===== config.mk =====
export PLATFORM = sky130hd
export DESIGN_NAME = object_slot_table_with_box_collision_core
export DESIGN_NICKNAME = d
export VERILOG_FILES = /design/src/sv/ostc_pkg.sv /design/src/sv/ostc_ctrl.sv /design/src/sv/ostc_dp.sv /design/src/sv/object_slot_table_with_box_collision_core.sv
export VERILOG_INCLUDE_DIRS = /design/src /design/src/sv
export SDC_FILE = /design/constraint.sdc
export NUM_CORES = 1
export LEC_CHECK = 0
export BUFFER_PORTS_ARGS = -buffer_cell sky130_fd_sc_hd__buf_4
export CAP_MARGIN = 20
export CELL_PAD_IN_SITES_DETAIL_PLACEMENT = 2
export CELL_PAD_IN_SITES_GLOBAL_PLACEMENT = 2
export CORE_ASPECT_RATIO = 0.75
export CORE_MARGIN = 3
export CORE_UTILIZATION = 25
export CTS_BUF_LIST = sky130_fd_sc_hd__clkbuf_4 sky130_fd_sc_hd__clkbuf_8
export DETAILED_ROUTE_END_ITERATION = 10
export HOLD_SLACK_MARGIN = 0.08
export PLACE_DENSITY_LB_ADDON = 0.1
export SLEW_MARGIN = 20
export SYNTH_ARGS = -nofsm -noshare
export SYNTH_HDL_FRONTEND = slang
export SYNTH_SLANG_ARGS = --single-unit

===== constraint.sdc =====
create_clock -name i_clk -period 7.74 [get_ports i_clk]
set_clock_uncertainty 0.1 [all_clocks]
set_input_delay 0 -clock i_clk [delete_from_list [all_inputs] [get_ports i_clk]]
set_output_delay 0 -clock i_clk [all_outputs]
set_load 0.02 [all_outputs]

===== src/sv/object_slot_table_with_box_collision_core_defines.svh =====
// Assertion macros for the object slot table datapath module.
`ifndef OBJECT_SLOT_TABLE_WITH_BOX_COLLISION_CORE_DEFINES_SVH
`define OBJECT_SLOT_TABLE_WITH_BOX_COLLISION_CORE_DEFINES_SVH

`ifndef SYNTHESIS

// Checked property, disabled while reset is held.
`define OSTC_ASSERT(lbl, clk, rstn, prop) \
    lbl: assert property (@(posedge clk) disable iff (!(rstn)) (prop)) \
        else $error("ostc assertion failed");

// Checked property that also holds during reset.
`define OSTC_ASSERT_ALWAYS(lbl, clk, prop) \
    lbl: assert property (@(posedge clk) (prop)) \
        else $error("ostc assertion failed");

`else

`define OSTC_ASSERT(lbl, clk, rstn, prop)
`define OSTC_ASSERT_ALWAYS(lbl, clk, prop)

`endif

`endif


===== src/sv/ostc_pkg.sv =====
// Shared types and constants of the object slot table.
package ostc_pkg;

    localparam int SLOTS   = 8;
    localparam int SLOT_W  = (SLOTS > 1) ? $clog2(SLOTS) : 1;
    localparam int COUNT_W = $clog2(SLOTS + 1);

    // Input word layout.
    localparam int IN_TDATA_W  = 56;
    localparam int IN_TUSER_W  = 2;
    // Output word layout.
    localparam int OUT_TDATA_W = 32;
    localparam int OUT_TUSER_W = 3;

    localparam int CFG_ADDR_W = 2;
    localparam int CFG_DATA_W = 8;

    localparam logic [7:0] RST_ITEM_W  = 8'd8;
    localparam logic [7:0] RST_ITEM_H  = 8'd8;
    localparam logic [3:0] RST_VARIANT = 4'd1;
    localparam logic [7:0] RST_BASE    = 8'd4;

    typedef enum logic [1:0] {
        FN_SPAWN  = 2'd0,
        FN_CHECK  = 2'd1,
        FN_REMOVE = 2'd2
    } t_func;

    typedef enum logic [2:0] {
        ST_SPAWNED = 3'd0,
        ST_FULL    = 3'd1,
        ST_REMOVED = 3'd2,
        ST_IGNORED = 3'd3,
        ST_HIT     = 3'd4,
        ST_NOHIT   = 3'd5
    } t_status;

    typedef enum logic [CFG_ADDR_W-1:0] {
        CFG_ITEM_W  = 2'd0,
        CFG_ITEM_H  = 2'd1,
        CFG_VARIANT = 2'd2,
        CFG_BASE    = 2'd3
    } t_cfg_idx;

    typedef enum logic [1:0] {
        S_IDLE,
        S_DECODE,
        S_SCAN,
        S_EMIT
    } t_state;

    // Commands from the controller to the datapath.
    typedef struct packed {
        logic load_in;
        logic exec;
        logic scan_start;
        logic scan_step;
        logic emit;
    } t_cmd;

    // Status from the datapath to the controller.
    typedef struct packed {
        logic [IN_TUSER_W-1:0] func;
        logic                  scan_end;
        logic                  emit_done;
        logic                  out_free;
    } t_stat;

endpackage


===== src/sv/ostc_ctrl.sv =====
// Sequencer that steps each request through decode and, for a check, scan and result emission.
module ostc_ctrl (
    input  logic           i_clk,
    input  logic           i_rst_n,
    input  logic           i_in_valid,
    output logic           o_in_ready,
    input  ostc_pkg::t_stat i_stat,
    output ostc_pkg::t_cmd  o_cmd
);

    ostc_pkg::t_state r_state;
    ostc_pkg::t_state n_state;

    always_ff @(posedge i_clk) begin
        if (!i_rst_n) begin
            r_state <= ostc_pkg::S_IDLE;
        end else begin
            r_state <= n_state;
        end
    end

    always_comb begin
        n_state    = r_state;
        o_cmd      = '0;
        o_in_ready = 1'b0;
        case (r_state)
            ostc_pkg::S_IDLE: begin
                o_in_ready = 1'b1;
                if (i_in_valid) begin
                    o_cmd.load_in = 1'b1;
                    n_state       = ostc_pkg::S_DECODE;
                end
            end
            ostc_pkg::S_DECODE: begin
                case (ostc_pkg::t_func'(i_stat.func))
                    ostc_pkg::FN_SPAWN, ostc_pkg::FN_REMOVE: begin
                        if (i_stat.out_free) begin
                            o_cmd.exec = 1'b1;
                            n_state    = ostc_pkg::S_IDLE;
                        end
                    end
                    ostc_pkg::FN_CHECK: begin
                        o_cmd.scan_start = 1'b1;
                        n_state          = ostc_pkg::S_SCAN;
                    end
                    default: begin
                        // The unused code gives no result.
                        n_state = ostc_pkg::S_IDLE;
                    end
                endcase
            end
            ostc_pkg::S_SCAN: begin
                o_cmd.scan_step = 1'b1;
                if (i_stat.scan_end) begin
                    n_state = ostc_pkg::S_EMIT;
                end
            end
            ostc_pkg::S_EMIT: begin
                if (i_stat.out_free) begin
                    o_cmd.emit = 1'b1;
                    if (i_stat.emit_done) begin
                        n_state = ostc_pkg::S_IDLE;
                    end
                end
            end
            default: begin
                n_state = ostc_pkg::S_IDLE;
            end
        endcase
    end

endmodule


===== src/sv/ostc_dp.sv =====
// Slot storage, configuration registers, collision test and output register.
`include "object_slot_table_with_box_collision_core_defines.svh"

module ostc_dp (
    input  logic                                 i_clk,
    input  logic                                 i_rst_n,
    input  logic                                 i_cfg_we,
    input  logic [ostc_pkg::CFG_ADDR_W-1:0]      i_cfg_addr,
    input  logic [ostc_pkg::CFG_DATA_W-1:0]      i_cfg_data,
    input  logic [ostc_pkg::IN_TDATA_W-1:0]      i_in_data,
    input  logic [ostc_pkg::IN_TUSER_W-1:0]      i_in_user,
    input  logic                                 i_out_ready,
    output logic                                 o_out_valid,
    output logic [ostc_pkg::OUT_TDATA_W-1:0]     o_out_data,
    output logic [ostc_pkg::OUT_TUSER_W-1:0]     o_out_user,
    output logic                                 o_out_last,
    input  ostc_pkg::t_cmd                       i_cmd,
    output ostc_pkg::t_stat                      o_stat
);

    localparam int SLOTS  = ostc_pkg::SLOTS;
    localparam int SLOT_W = ostc_pkg::SLOT_W;
    localparam int CNT_W  = ostc_pkg::COUNT_W;

    // Configuration.
    logic [7:0] r_item_w;
    logic [7:0] r_item_h;
    logic [3:0] r_variant;
    logic [7:0] r_base;

    // Request being worked on.
    logic [ostc_pkg::IN_TUSER_W-1:0] r_func;
    logic [7:0] r_px;
    logic [7:0] r_py;
    logic [3:0] r_kind_in;
    logic [7:0] r_payload;
    logic [7:0] r_bw;
    logic [7:0] r_bh;
    logic [7:0] r_slot_in;

    // Slot table.
    logic [SLOTS-1:0] r_active;
    logic [7:0]       r_sx    [SLOTS];
    logic [7:0]       r_sy    [SLOTS];
    logic [3:0]       r_skind [SLOTS];
    logic [7:0]       r_sval  [SLOTS];
    logic [CNT_W-1:0] r_count;

    // Scan state.
    logic [SLOT_W-1:0] r_scan_idx;
    logic [SLOTS-1:0]  r_hit_mask;

    // Output register.
    logic              r_out_valid;
    ostc_pkg::t_status r_status;
    logic [2:0]        r_slot;
    logic [3:0]        r_hkind;
    logic [7:0]        r_hval;
    logic [7:0]        r_tile;
    logic [3:0]        r_live;
    logic              r_last;

    logic              out_free;
    logic [SLOT_W-1:0] free_idx;
    logic              table_full;
    logic [7:0]        new_tile;
    logic              rm_valid;
    logic [SLOT_W-1:0] rm_idx;
    logic [SLOT_W-1:0] hit_idx;
    logic [SLOTS-1:0]  hit_rest;
    logic              mask_empty;
    logic [SLOT_W-1:0] rd_idx;
    logic [7:0]        rd_x;
    logic [7:0]        rd_y;
    logic [8:0]        box_right;
    logic [8:0]        box_bottom;
    logic [8:0]        obj_right;
    logic [8:0]        obj_bottom;
    logic              slot_hit;
    logic [CNT_W-1:0]  active_ones;
    logic              hit_shown;

    assign out_free = !r_out_valid || i_out_ready;

    always_ff @(posedge i_clk) begin
        if (!i_rst_n) begin
            r_item_w  <= ostc_pkg::RST_ITEM_W;
            r_item_h  <= ostc_pkg::RST_ITEM_H;
            r_variant <= ostc_pkg::RST_VARIANT;
            r_base    <= ostc_pkg::RST_BASE;
        end else if (i_cfg_we) begin
            case (ostc_pkg::t_cfg_idx'(i_cfg_addr))
                ostc_pkg::CFG_ITEM_W:  r_item_w  <= i_cfg_data;
                ostc_pkg::CFG_ITEM_H:  r_item_h  <= i_cfg_data;
                ostc_pkg::CFG_VARIANT: r_variant <= i_cfg_data[3:0];
                ostc_pkg::CFG_BASE:    r_base    <= i_cfg_data;
                default: ;
            endcase
        end
    end

    always_ff @(posedge i_clk) begin
        if (i_cmd.load_in) begin
            r_func    <= i_in_user;
            r_px      <= i_in_data[7:0];
            r_py      <= i_in_data[15:8];
            r_kind_in <= i_in_data[19:16];
            r_payload <= i_in_data[27:20];
            r_bw      <= i_in_data[35:28];
            r_bh      <= i_in_data[43:36];
            r_slot_in <= i_in_data[51:44];
        end
    end

    // Lowest free slot for a spawn.
    always_comb begin
        free_idx = '0;
        for (int i = SLOTS - 1; i >= 0; i--) begin
            if (!r_active[i]) begin
                free_idx = SLOT_W'(i);
            end
        end
    end
    assign table_full = &r_active;
    assign new_tile   = (r_kind_in == r_variant) ? (r_base + {6'd0, r_px[1:0]}) : r_base;

    assign rm_idx   = r_slot_in[SLOT_W-1:0];
    assign rm_valid = (r_slot_in < 8'(SLOTS)) && r_active[rm_idx];

    // Lowest hit still to be reported.
    always_comb begin
        hit_idx = '0;
        for (int i = SLOTS - 1; i >= 0; i--) begin
            if (r_hit_mask[i]) begin
                hit_idx = SLOT_W'(i);
            end
        end
    end
    assign mask_empty = (r_hit_mask == '0);
    always_comb begin
        hit_rest          = r_hit_mask;
        hit_rest[hit_idx] = 1'b0;
    end

    // One read address: the scan counter while scanning, the hit while emitting.
    assign rd_idx = i_cmd.scan_step ? r_scan_idx : hit_idx;
    assign rd_x   = r_sx[rd_idx];
    assign rd_y   = r_sy[rd_idx];

    // Sums are nine bits wide so the bounds never wrap.
    assign box_right  = {1'b0, r_px} + {1'b0, r_bw};
    assign box_bottom = {1'b0, r_py} + {1'b0, r_bh};
    assign obj_right  = {1'b0, rd_x} + {1'b0, r_item_w};
    assign obj_bottom = {1'b0, rd_y} + {1'b0, r_item_h};
    assign slot_hit   = r_active[rd_idx]
                        && ({1'b0, r_px} <= obj_right) && ({1'b0, rd_x} <= box_right)
                        && ({1'b0, r_py} <= obj_bottom) && ({1'b0, rd_y} <= box_bottom);

    always_ff @(posedge i_clk) begin
        if (!i_rst_n) begin
            r_active <= '0;
            r_count  <= '0;
        end else if (i_cmd.exec) begin
            if (ostc_pkg::t_func'(r_func) == ostc_pkg::FN_SPAWN) begin
                if (!table_full) begin
                    r_active[free_idx] <= 1'b1;
                    r_count            <= r_count + 1'b1;
                end
            end else if (rm_valid) begin
                r_active[rm_idx] <= 1'b0;
                r_count          <= r_count - 1'b1;
            end
        end
    end

    always_ff @(posedge i_clk) begin
        if (!i_rst_n) begin
            for (int i = 0; i < SLOTS; i++) begin
                r_skind[i] <= '0;
            end
        end else if (i_cmd.exec && (ostc_pkg::t_func'(r_func) == ostc_pkg::FN_SPAWN)
                     && !table_full) begin
            r_skind[free_idx] <= r_kind_in;
        end
    end

    always_ff @(posedge i_clk) begin
        if (i_cmd.exec && (ostc_pkg::t_func'(r_func) == ostc_pkg::FN_SPAWN) && !table_full) begin
            r_sx[free_idx]    <= r_px;
            r_sy[free_idx]    <= r_py;
            r_sval[free_idx]  <= r_payload;
        end
    end

    always_ff @(posedge i_clk) begin
        if (i_cmd.scan_start) begin
            r_scan_idx <= '0;
            r_hit_mask <= '0;
        end else if (i_cmd.scan_step) begin
            r_scan_idx             <= r_scan_idx + 1'b1;
            r_hit_mask[r_scan_idx] <= slot_hit;
        end else if (i_cmd.emit) begin
            r_hit_mask <= hit_rest;
        end
    end

    always_ff @(posedge i_clk) begin
        if (!i_rst_n) begin
            r_out_valid <= 1'b0;
        end else if (i_cmd.exec || i_cmd.emit) begin
            r_out_valid <= 1'b1;
        end else if (i_out_ready) begin
            r_out_valid <= 1'b0;
        end
    end

    always_ff @(posedge i_clk) begin
        if (i_cmd.exec) begin
            r_hkind <= '0;
            r_hval  <= '0;
            r_last  <= 1'b1;
            if (ostc_pkg::t_func'(r_func) == ostc_pkg::FN_SPAWN) begin
                if (table_full) begin
                    r_status <= ostc_pkg::ST_FULL;
                    r_slot   <= '0;
                    r_tile   <= '0;
                    r_live   <= 4'(r_count);
                end else begin
                    r_status <= ostc_pkg::ST_SPAWNED;
                    r_slot   <= 3'(free_idx);
                    r_tile   <= new_tile;
                    r_live   <= 4'(r_count + 1'b1);
                end
            end else begin
                r_tile <= '0;
                if (rm_valid) begin
                    r_status <= ostc_pkg::ST_REMOVED;
                    r_slot   <= 3'(rm_idx);
                    r_live   <= 4'(r_count - 1'b1);
                end else begin
                    r_status <= ostc_pkg::ST_IGNORED;
                    r_slot   <= '0;
                    r_live   <= 4'(r_count);
                end
            end
        end else if (i_cmd.emit) begin
            r_tile <= '0;
            r_live <= 4'(r_count);
            if (mask_empty) begin
                r_status <= ostc_pkg::ST_NOHIT;
                r_slot   <= '0;
                r_hkind  <= '0;
                r_hval   <= '0;
                r_last   <= 1'b1;
            end else begin
                r_status <= ostc_pkg::ST_HIT;
                r_slot   <= 3'(hit_idx);
                r_hkind  <= r_skind[hit_idx];
                r_hval   <= r_sval[hit_idx];
                r_last   <= (hit_rest == '0);
            end
        end
    end

    assign o_out_valid = r_out_valid;
    assign o_out_user  = r_status;
    assign o_out_last  = r_last;
    assign o_out_data  = {5'd0, r_live, r_tile, r_hval, r_hkind, r_slot};

    assign o_stat.func      = r_func;
    assign o_stat.scan_end  = (r_scan_idx == SLOT_W'(SLOTS - 1));
    assign o_stat.emit_done = mask_empty || (hit_rest == '0);
    assign o_stat.out_free  = out_free;

    assign active_ones = CNT_W'($countones(r_active));
    assign hit_shown   = r_out_valid && (r_status == ostc_pkg::ST_HIT);

    // The live count always matches the active marks.
    `OSTC_ASSERT_ALWAYS(a_count_matches, i_clk, !i_rst_n || (r_count == active_ones))
    // Results are only loaded into a free output register.
    `OSTC_ASSERT(a_load_when_free, i_clk, i_rst_n, (i_cmd.exec || i_cmd.emit) |-> out_free)
    // A reported hit names a slot that is still active.
    `OSTC_ASSERT(a_hit_active, i_clk, i_rst_n, hit_shown |-> r_active[r_slot[SLOT_W-1:0]])

endmodule


===== src/sv/object_slot_table_with_box_collision_core.sv =====
// Top level of the object slot table with box collision.
//
// A table of eight object slots. A spawn request fills the lowest free slot,
// a remove request clears an active slot, and a collision check tests a box
// against every active slot with inclusive nine-bit bounds, giving one word
// per hit in slot order or a single no-hit word. A spawn or remove is decoded
// and executed once the output register is free, which loads its result word,
// and the block then returns to idle to take the next request. A check scans
// one slot per cycle through the single slot read port, never stalled, and
// then loads its hit words one at a time into the output register, each once
// the register is free, at least one word per check. Results wait in
// an output register; output back-pressure stalls only the step that loads a
// result word. Configuration writes go through i_cfg_we, i_cfg_addr and
// i_cfg_data, take effect at once, and should be made only while the block
// is idle.
module object_slot_table_with_box_collision_core (
    input  logic                                 i_clk,
    input  logic                                 i_rst_n,
    input  logic                                 i_cfg_we,
    input  logic [ostc_pkg::CFG_ADDR_W-1:0]      i_cfg_addr,
    input  logic [ostc_pkg::CFG_DATA_W-1:0]      i_cfg_data,
    input  logic                                 i_s_axis_tvalid,
    output logic                                 o_s_axis_tready,
    // pos_x[7:0], pos_y[15:8], kind[19:16], payload[27:20], box_w[35:28],
    // box_h[43:36], slot_in[51:44], zero fill above.
    input  logic [ostc_pkg::IN_TDATA_W-1:0]      i_s_axis_tdata,
    // func[1:0].
    input  logic [ostc_pkg::IN_TUSER_W-1:0]      i_s_axis_tuser,
    output logic                                 o_m_axis_tvalid,
    input  logic                                 i_m_axis_tready,
    // slot_out[2:0], hit_kind[6:3], hit_value[14:7], tile_out[22:15],
    // live_count[26:23], zero fill above.
    output logic [ostc_pkg::OUT_TDATA_W-1:0]     o_m_axis_tdata,
    // status[2:0].
    output logic [ostc_pkg::OUT_TUSER_W-1:0]     o_m_axis_tuser,
    output logic                                 o_m_axis_tlast
);

    ostc_pkg::t_cmd  cmd;
    ostc_pkg::t_stat stat;

    ostc_ctrl u_ctrl (
        .i_clk      (i_clk),
        .i_rst_n    (i_rst_n),
        .i_in_valid (i_s_axis_tvalid),
        .o_in_ready (o_s_axis_tready),
        .i_stat     (stat),
        .o_cmd      (cmd)
    );

    ostc_dp u_dp (
        .i_clk       (i_clk),
        .i_rst_n     (i_rst_n),
        .i_cfg_we    (i_cfg_we),
        .i_cfg_addr  (i_cfg_addr),
        .i_cfg_data  (i_cfg_data),
        .i_in_data   (i_s_axis_tdata),
        .i_in_user   (i_s_axis_tuser),
        .i_out_ready (i_m_axis_tready),
        .o_out_valid (o_m_axis_tvalid),
        .o_out_data  (o_m_axis_tdata),
        .o_out_user  (o_m_axis_tuser),
        .o_out_last  (o_m_axis_tlast),
        .i_cmd       (cmd),
        .o_stat      (stat)
    );

endmodule


Word level (Yosys, flattened, before mapping):

Memories as Yosys holds them, arrays and structs flattened.
Cells that the tools add are included.

* register bits after elaboration: 139
* RAM bits: 224
* bits of input ports: 73
* output and inout port bits: 38
* memories: 4

Memory list
* u_dp.r_sval: words 8, width 8, read ports 1, clocked after memory_dff 0, wr ports 1, RTL line ostc_dp.sv:46 `logic [7:0] r_sval [SLOTS];`
* u_dp.r_sx: words 8, width 8, read ports 1, clocked after memory_dff 0, wr ports 1, RTL line ostc_dp.sv:43 `logic [7:0] r_sx [SLOTS];`
* u_dp.r_sy: words 8, width 8, read ports 1, clocked after memory_dff 0, wr ports 1, RTL line ostc_dp.sv:44 `logic [7:0] r_sy [SLOTS];`
* u_dp.r_skind: words 8, width 4, read ports 1, clocked after memory_dff 0, wr ports 8, RTL line ostc_dp.sv:45 `logic [3:0] r_skind [SLOTS];`

* add/sub/neg operators: 8
* order comparisons: 14
* equality and inequality tests: 16
* muxes and demuxes: 86
* bitwise operators: 5
* reduce and logical (&&, ||, !) cells: 34

Operator list (number)
* 2-to-1 mux 8 bit: 11
* 2-to-1 mux 3 bit: 27
* adder 8 x 8 -> 9 bit: 4
* <= comparator 8 x 9 -> 1 bit: 4
* 2-to-1 mux 4 bit: 7
* 2-to-1 mux 1 bit: 26
* less-than comparator 3 x 4 -> 1 bit (second input constant): 5
* bitwise AND 8 bit: 2
* logical NOT 8 bit: 2
* inverter 8 bit: 2
* demux 1 bit (select 3 bit): 4
* >= comparator 3 x 1 -> 1 bit (second input constant): 4
* 2-to-1 mux 2 bit: 6
* logical AND 1 bit: 11
* equality test 2 bit (second input constant): 5
* adder 8 x 2 -> 8 bit: 1
* bitwise mux 8 bit: 1
* less-than comparator 8 x 4 -> 1 bit (second input constant): 1
* != test 2 bit (second input constant): 4
* OR 8 bit: 1
* one-hot mux 2 bit (4 select lines): 1
* AND reduction 2 bit: 4
* AND reduction 8 bit: 1
* nonzero test 2 bit: 4
* other kinds (17): 25

Longest topological paths before layout:

* depth in word-level cells: 19
* gate-level depth with buffers: 26
* depth with buffers taken out: 23

Hierarchy:

A second synthesis with hierarchy kept.

* cells, all modules: 1284
* area total of the unflattened synthesis: 16602.2 um^2

By module, submodules not included
* ostc_dp: instances 1, cells each 1267, area each 16479.6 um^2, seq. area each 10189.8 um^2
* ostc_ctrl: instances 1, cells each 17, area each 122.6 um^2, seq. area each 40.0 um^2

Least setup slack after synthesis:

No wires, ideal clock.

* path type: register to register
* start point: reg u_dp.r_hit_mask[6]
* end point: reg u_dp.r_hit_mask[5]
* setup time: 96 ps
* data arrival time: 4639 ps
* path slack: 2906 ps
* cell stages (with the launch flop): 24
* path buffers: 2
* period minus slack after synthesis: 4834 ps
* cell sequence: dfxtp_1 > nand2b_1 > a221oi_2 > o21ai_0 > and2_1 > clkbuf_1 > clkbuf_1 > a311oi_1 > a31o_2 > ha_1 > inv_1 > fa_1 > nor2b_1 > o31ai_1 > a21oi_1 > xnor2_1 > ha_1 > a22o_1 > nor4_1 > a311o_1 > o32ai_1 > a211oi_2 > nand3_2 > o41ai_2

* cells in the longest elaborated chain, start to end: 17
* elaborated cells on any way between the ends: 32

Ends and longest elaborated chain
* start, declared: RTL line ostc_dp.sv:51 `logic [SLOTS-1:0] r_hit_mask;`
* start signal, assigned by index: RTL line ostc_dp.sv:201 `r_hit_mask[r_scan_idx] <= slot_hit;`
* start signal, assigned: RTL line ostc_dp.sv:203 `r_hit_mask <= hit_rest;`
* 2-to-1 mux 3 bit * (7 in series): RTL line ostc_dp.sv:134 `if (r_hit_mask[i]) begin`
* 2-to-1 mux 3 bit: RTL line ostc_dp.sv:146 `assign rd_idx = i_cmd.scan_step ? r_scan_idx : hit_idx;`
* memory (8 x 8 bit)
* adder 8 x 8 -> 9 bit: RTL line ostc_dp.sv:153 `assign obj_right = {1'b0, rd_x} + {1'b0, r_item_w};`
* <= comparator 8 x 9 -> 1 bit: RTL line ostc_dp.sv:156 `&& ({1'b0, r_px} <= obj_right) && ({1'b0, rd_x} <= box_right)`
* logical AND 1 bit (2 in series): RTL line ostc_dp.sv:156
* logical AND 1 bit (2 in series): RTL line ostc_dp.sv:157 `&& ({1'b0, r_py} <= obj_bottom) && ({1'b0, rd_y} <= box_bottom);`
* bitwise mux 8 bit: RTL line ostc_dp.sv:201
* 2-to-1 mux 8 bit *: RTL line ostc_dp.sv:199 `end else if (i_cmd.scan_step) begin`

Mark *: on every way between the ends. The rest lies on a longest branch, timed or not. The select of a mux whose other input is x is not followed.
A chain may end at the register's enable or synchronous reset.

==> flow_summary.yaml <==
worst_setup_path:
  cpPeakStageDelay_ps: 630
  crit_type: "flip-flop to flip-flop"
  crit_required_ps: 8180
  slowest_stage: "nand2_2"
  path_cells: "and2b_1, nor2_1, o21ai_0, nand2_2, and3_1, a311oi_1, a31o_2, ha_1, a21o_1, a21oi_1, o21bai_1, a21oi_1, xor2_1, ha_1, or3_1, a21oi_1, a311o_1, o32ai_1, a211oi_2, nand3_2, o41ai_1"
  startpoint_type: "flip-flop"
  cp_num_buf_inv: 0
  cp-end-kind: "flip-flop"
  cp_max_fo: 36
  cp_data_arrival_time_ps: 6940
  crit_top_cell: "a21oi_1"
  cp_top_family: "compound AO/OA/AOI/OAI gates"
floorplan:
  coreArea_sq_mm: 0.0657
  start_util_pct: 25.4
  die_h_um: 230
  dieArea_sq_mm: 0.0700
  die_x_um: 304
  io_pins: 111
  rows: 81
timing:
  worst_pin_slew_ps: 1050
  rsz0062_at_grt: "false"
  maxSlewViolCount: 0
  min_period_ps: 6490
  setup_viol: 0
  setup_tns_ps: 0
  hold_viol_final: 0
  max_freq_ghz: 0.154
  fin_crit_sh_pct: 83.9
  relSlewSlack_pct: 29.3
clock_tree:
  cts_setup_buffers: 0
  cts_resized: 0
  clkSinkCount: 363
  clk_latency_ps: 660
  h-tree-depth: 3
  cts_tree: "done"
  cts-root-buf: "clkbuf_8"
  cts_buffers: 69
  clk_pin_slew_ps: 60
  cts_buffer_depth: 3
yosys:
  syn_area_sq_mm: 0.0167
  synth_area_leader_cell: "edfxtp_1"
  synth.area.top_cells: "edfxtp_1 53%, dfxtp_1 8.0%, nand2_1 5.9%"
  ys_types: 75
  syn_area_per_cell_sq_um: 11.6
  ys.flop_type: "edfxtp_1"
  ys_seq_elements: 363
  synth_edf_count: 296
  synth_top_area_share_pct: 53.2
  async_flop_share_pct: 0
  yosysSeqAreaShare_pct: 61.3
  ys_warn_count: 0
  syn_inst: 1436
global_routing:
  grt_pass1_vias: 13800
  grt_pass1_wl_um: 88100
  antenna_found_initial: 3
  grt_overflow: 0
  track_usage_pct: 16.6
  grt_max_degree: 73
drt:
  ant_nets: 0
  wl_per_cell_um: 22.1
  drc_errors: 0
  wl_um: 58200
  drtIter0Drc: 621
  first_pass_iters: 4
  dr_total_vias: 12500
  viasPerCell: 4.76
power:
  peakVddDrop_v: 0.000172
  powerDensity_mw_per_mm2: 401
  power_w: 0.00853
  power.static_leakage_nw: 7.85
cells_and_area:
  final_nets: 1858
  seq_area_sq_mm: 0.0102
  nFillCells: 7067
  layout_common_cells: "296 x edfxtp_1, 262 x nand2_1, 146 x dlygate4sd3_1, 121 x buf_4, 73 x nor2_1"
  multiInputGateArea_sq_mm: 0.00610
  mostFrequentLayoutCell: "edfxtp_1"
  layout-drive-gt1-share_pct: 16.0
  areaGrowthSynthToFinish_pct: 27.3
placed_design:
  post-dp-hpwl_um: 37500
  gp_congestion: 0.779
  portBuffers: 101
run:
  cap_violations: 0
min_path:
  hp-class: "primary input to flip-flop"
outcome:
  status: "completed"
[through the flow]
stage	util [%]	instances	hold slack [ps]	setup WS, ps	instance area (sq um)
2_1_floorplan	-	1440	-1.13	2910	16700
3_3_place_gp	28.1	2363	78.6	1350	18500
3_5_place_dp	28.1	2363	79.5	1150	18500
4_1_cts	32.4	2632	167	1170	21300
5_1_grt	32.4	2633	211	684	21300
6_report	32.4	2633	224	1250	21300
[layer usage]
metal / global-route usage [%] / part of all wire [%] / routed length [um]
met1: 24.5 / 52 / 30000
met2: 25.0 / 43 / 24900
met3: 3.41 / 4.0 / 2330
met4: 3.54 / 1.7 / 976
met5: 0 / 0.012 / 7
[cell type report]
cell class | count | share of cell area, %
sequential | 363 | 48.1
timing repair buffer | 268 | 11.2
clock inverter | 23 | 0.595
tap | 871 | 5.13
multi-input combinational | 974 | 28.7
antenna | 1 | 0.0118
clock buffer | 100 | 5.62
inverter | 33 | 0.583
[Yosys cell counts (8+ instances only)]
cell type  count
a311oi_1      16
nand2b_1      10
buf_2         16
a21oi_1       50
o21a_1        10
mux2i_1       16
nor3_1        17
nand3_1       60
and3_1        40
o21ai_0       50
o41ai_1       12
a31o_2        16
ha_1          71
and2_1        20
or2_2          9
nor2_1        76
or3_1         10
inv_1         33
dfxtp_1       67
xnor2_1       16
nand4_1       12
nor4_1         8
xor2_1        18
clkbuf_1      45
nand2_1      263
nor2b_1       19
edfxtp_1     296
a31oi_1       12
a21o_1        12
a21boi_0      22
o22ai_1       15
[logic make-up after synthesis]
| kind of cell | synth area share, % |
|---|---|
| muxes | 1.16 |
| AOI/OAI and AO/OA | 11.8 |
| other | 0.0225 |
| xor gates and xnor gates | 1.78 |
| buffers and inverters | 2.55 |
| and+or+nand+nor | 15.4 |
| adders and majority gates | 5.98 |
| DFF | 61.3 |
[state kept, by name, indices dropped and copies added, names as in the netlist, 32 cells and up, named ones only]
name and flops:
u_dp.r_skind 32, u_dp.r_sval 64, u_dp.r_sy 64, u_dp.r_sx 64
[power by group]
group / leakage (nW) / switching (W) / internal, W
sequential: 3.27 / 0.000146 / 0.00223
clock: 0.700 / 0.000876 / 0.000998
combinational: 3.88 / 0.00273 / 0.00156
[path summary, 6_finish.rpt]
path                                             startpoint                              end  slack [ps]  cells past startpoint
worst max-delay path                              flip-flop  u_dp.r_hit_mask[7]$_SDFFE_PP0P_        1250                     21
worst min-delay path                        i_m_axis_tready    u_dp.o_out_valid$_SDFFE_PN0P_         220                      4
worst max register to register                    flip-flop  u_dp.r_hit_mask[7]$_SDFFE_PP0P_        1250                     21
worst min register to register  u_dp.r_hval[7]$_SDFFE_PP0P_      u_dp.r_hval[7]$_SDFFE_PP0P_         360                      2
[worst register-to-register path, cell delays in order (launching register included)]
cell and delay (ps):
dfxtp_1 510, and2b_1 570, nor2_1 140, o21ai_0 230, nand2_2 630, and3_1 410
a311oi_1 420, a31o_2 240, ha_1 250, a21o_1 180, a21oi_1 220, o21bai_1 90
a21oi_1 250, xor2_1 210, ha_1 270, or3_1 350, a21oi_1 150, a311o_1 150
o32ai_1 90, a211oi_2 230, nand3_2 250, o41ai_1 430
[repair_timing]
action,4_1_cts,5_1_grt
endpoints found under the hold margin,174,0
hold buffers,146,0
setup endpoints to repair,0,0
Power figures use the tool's default switching activity.
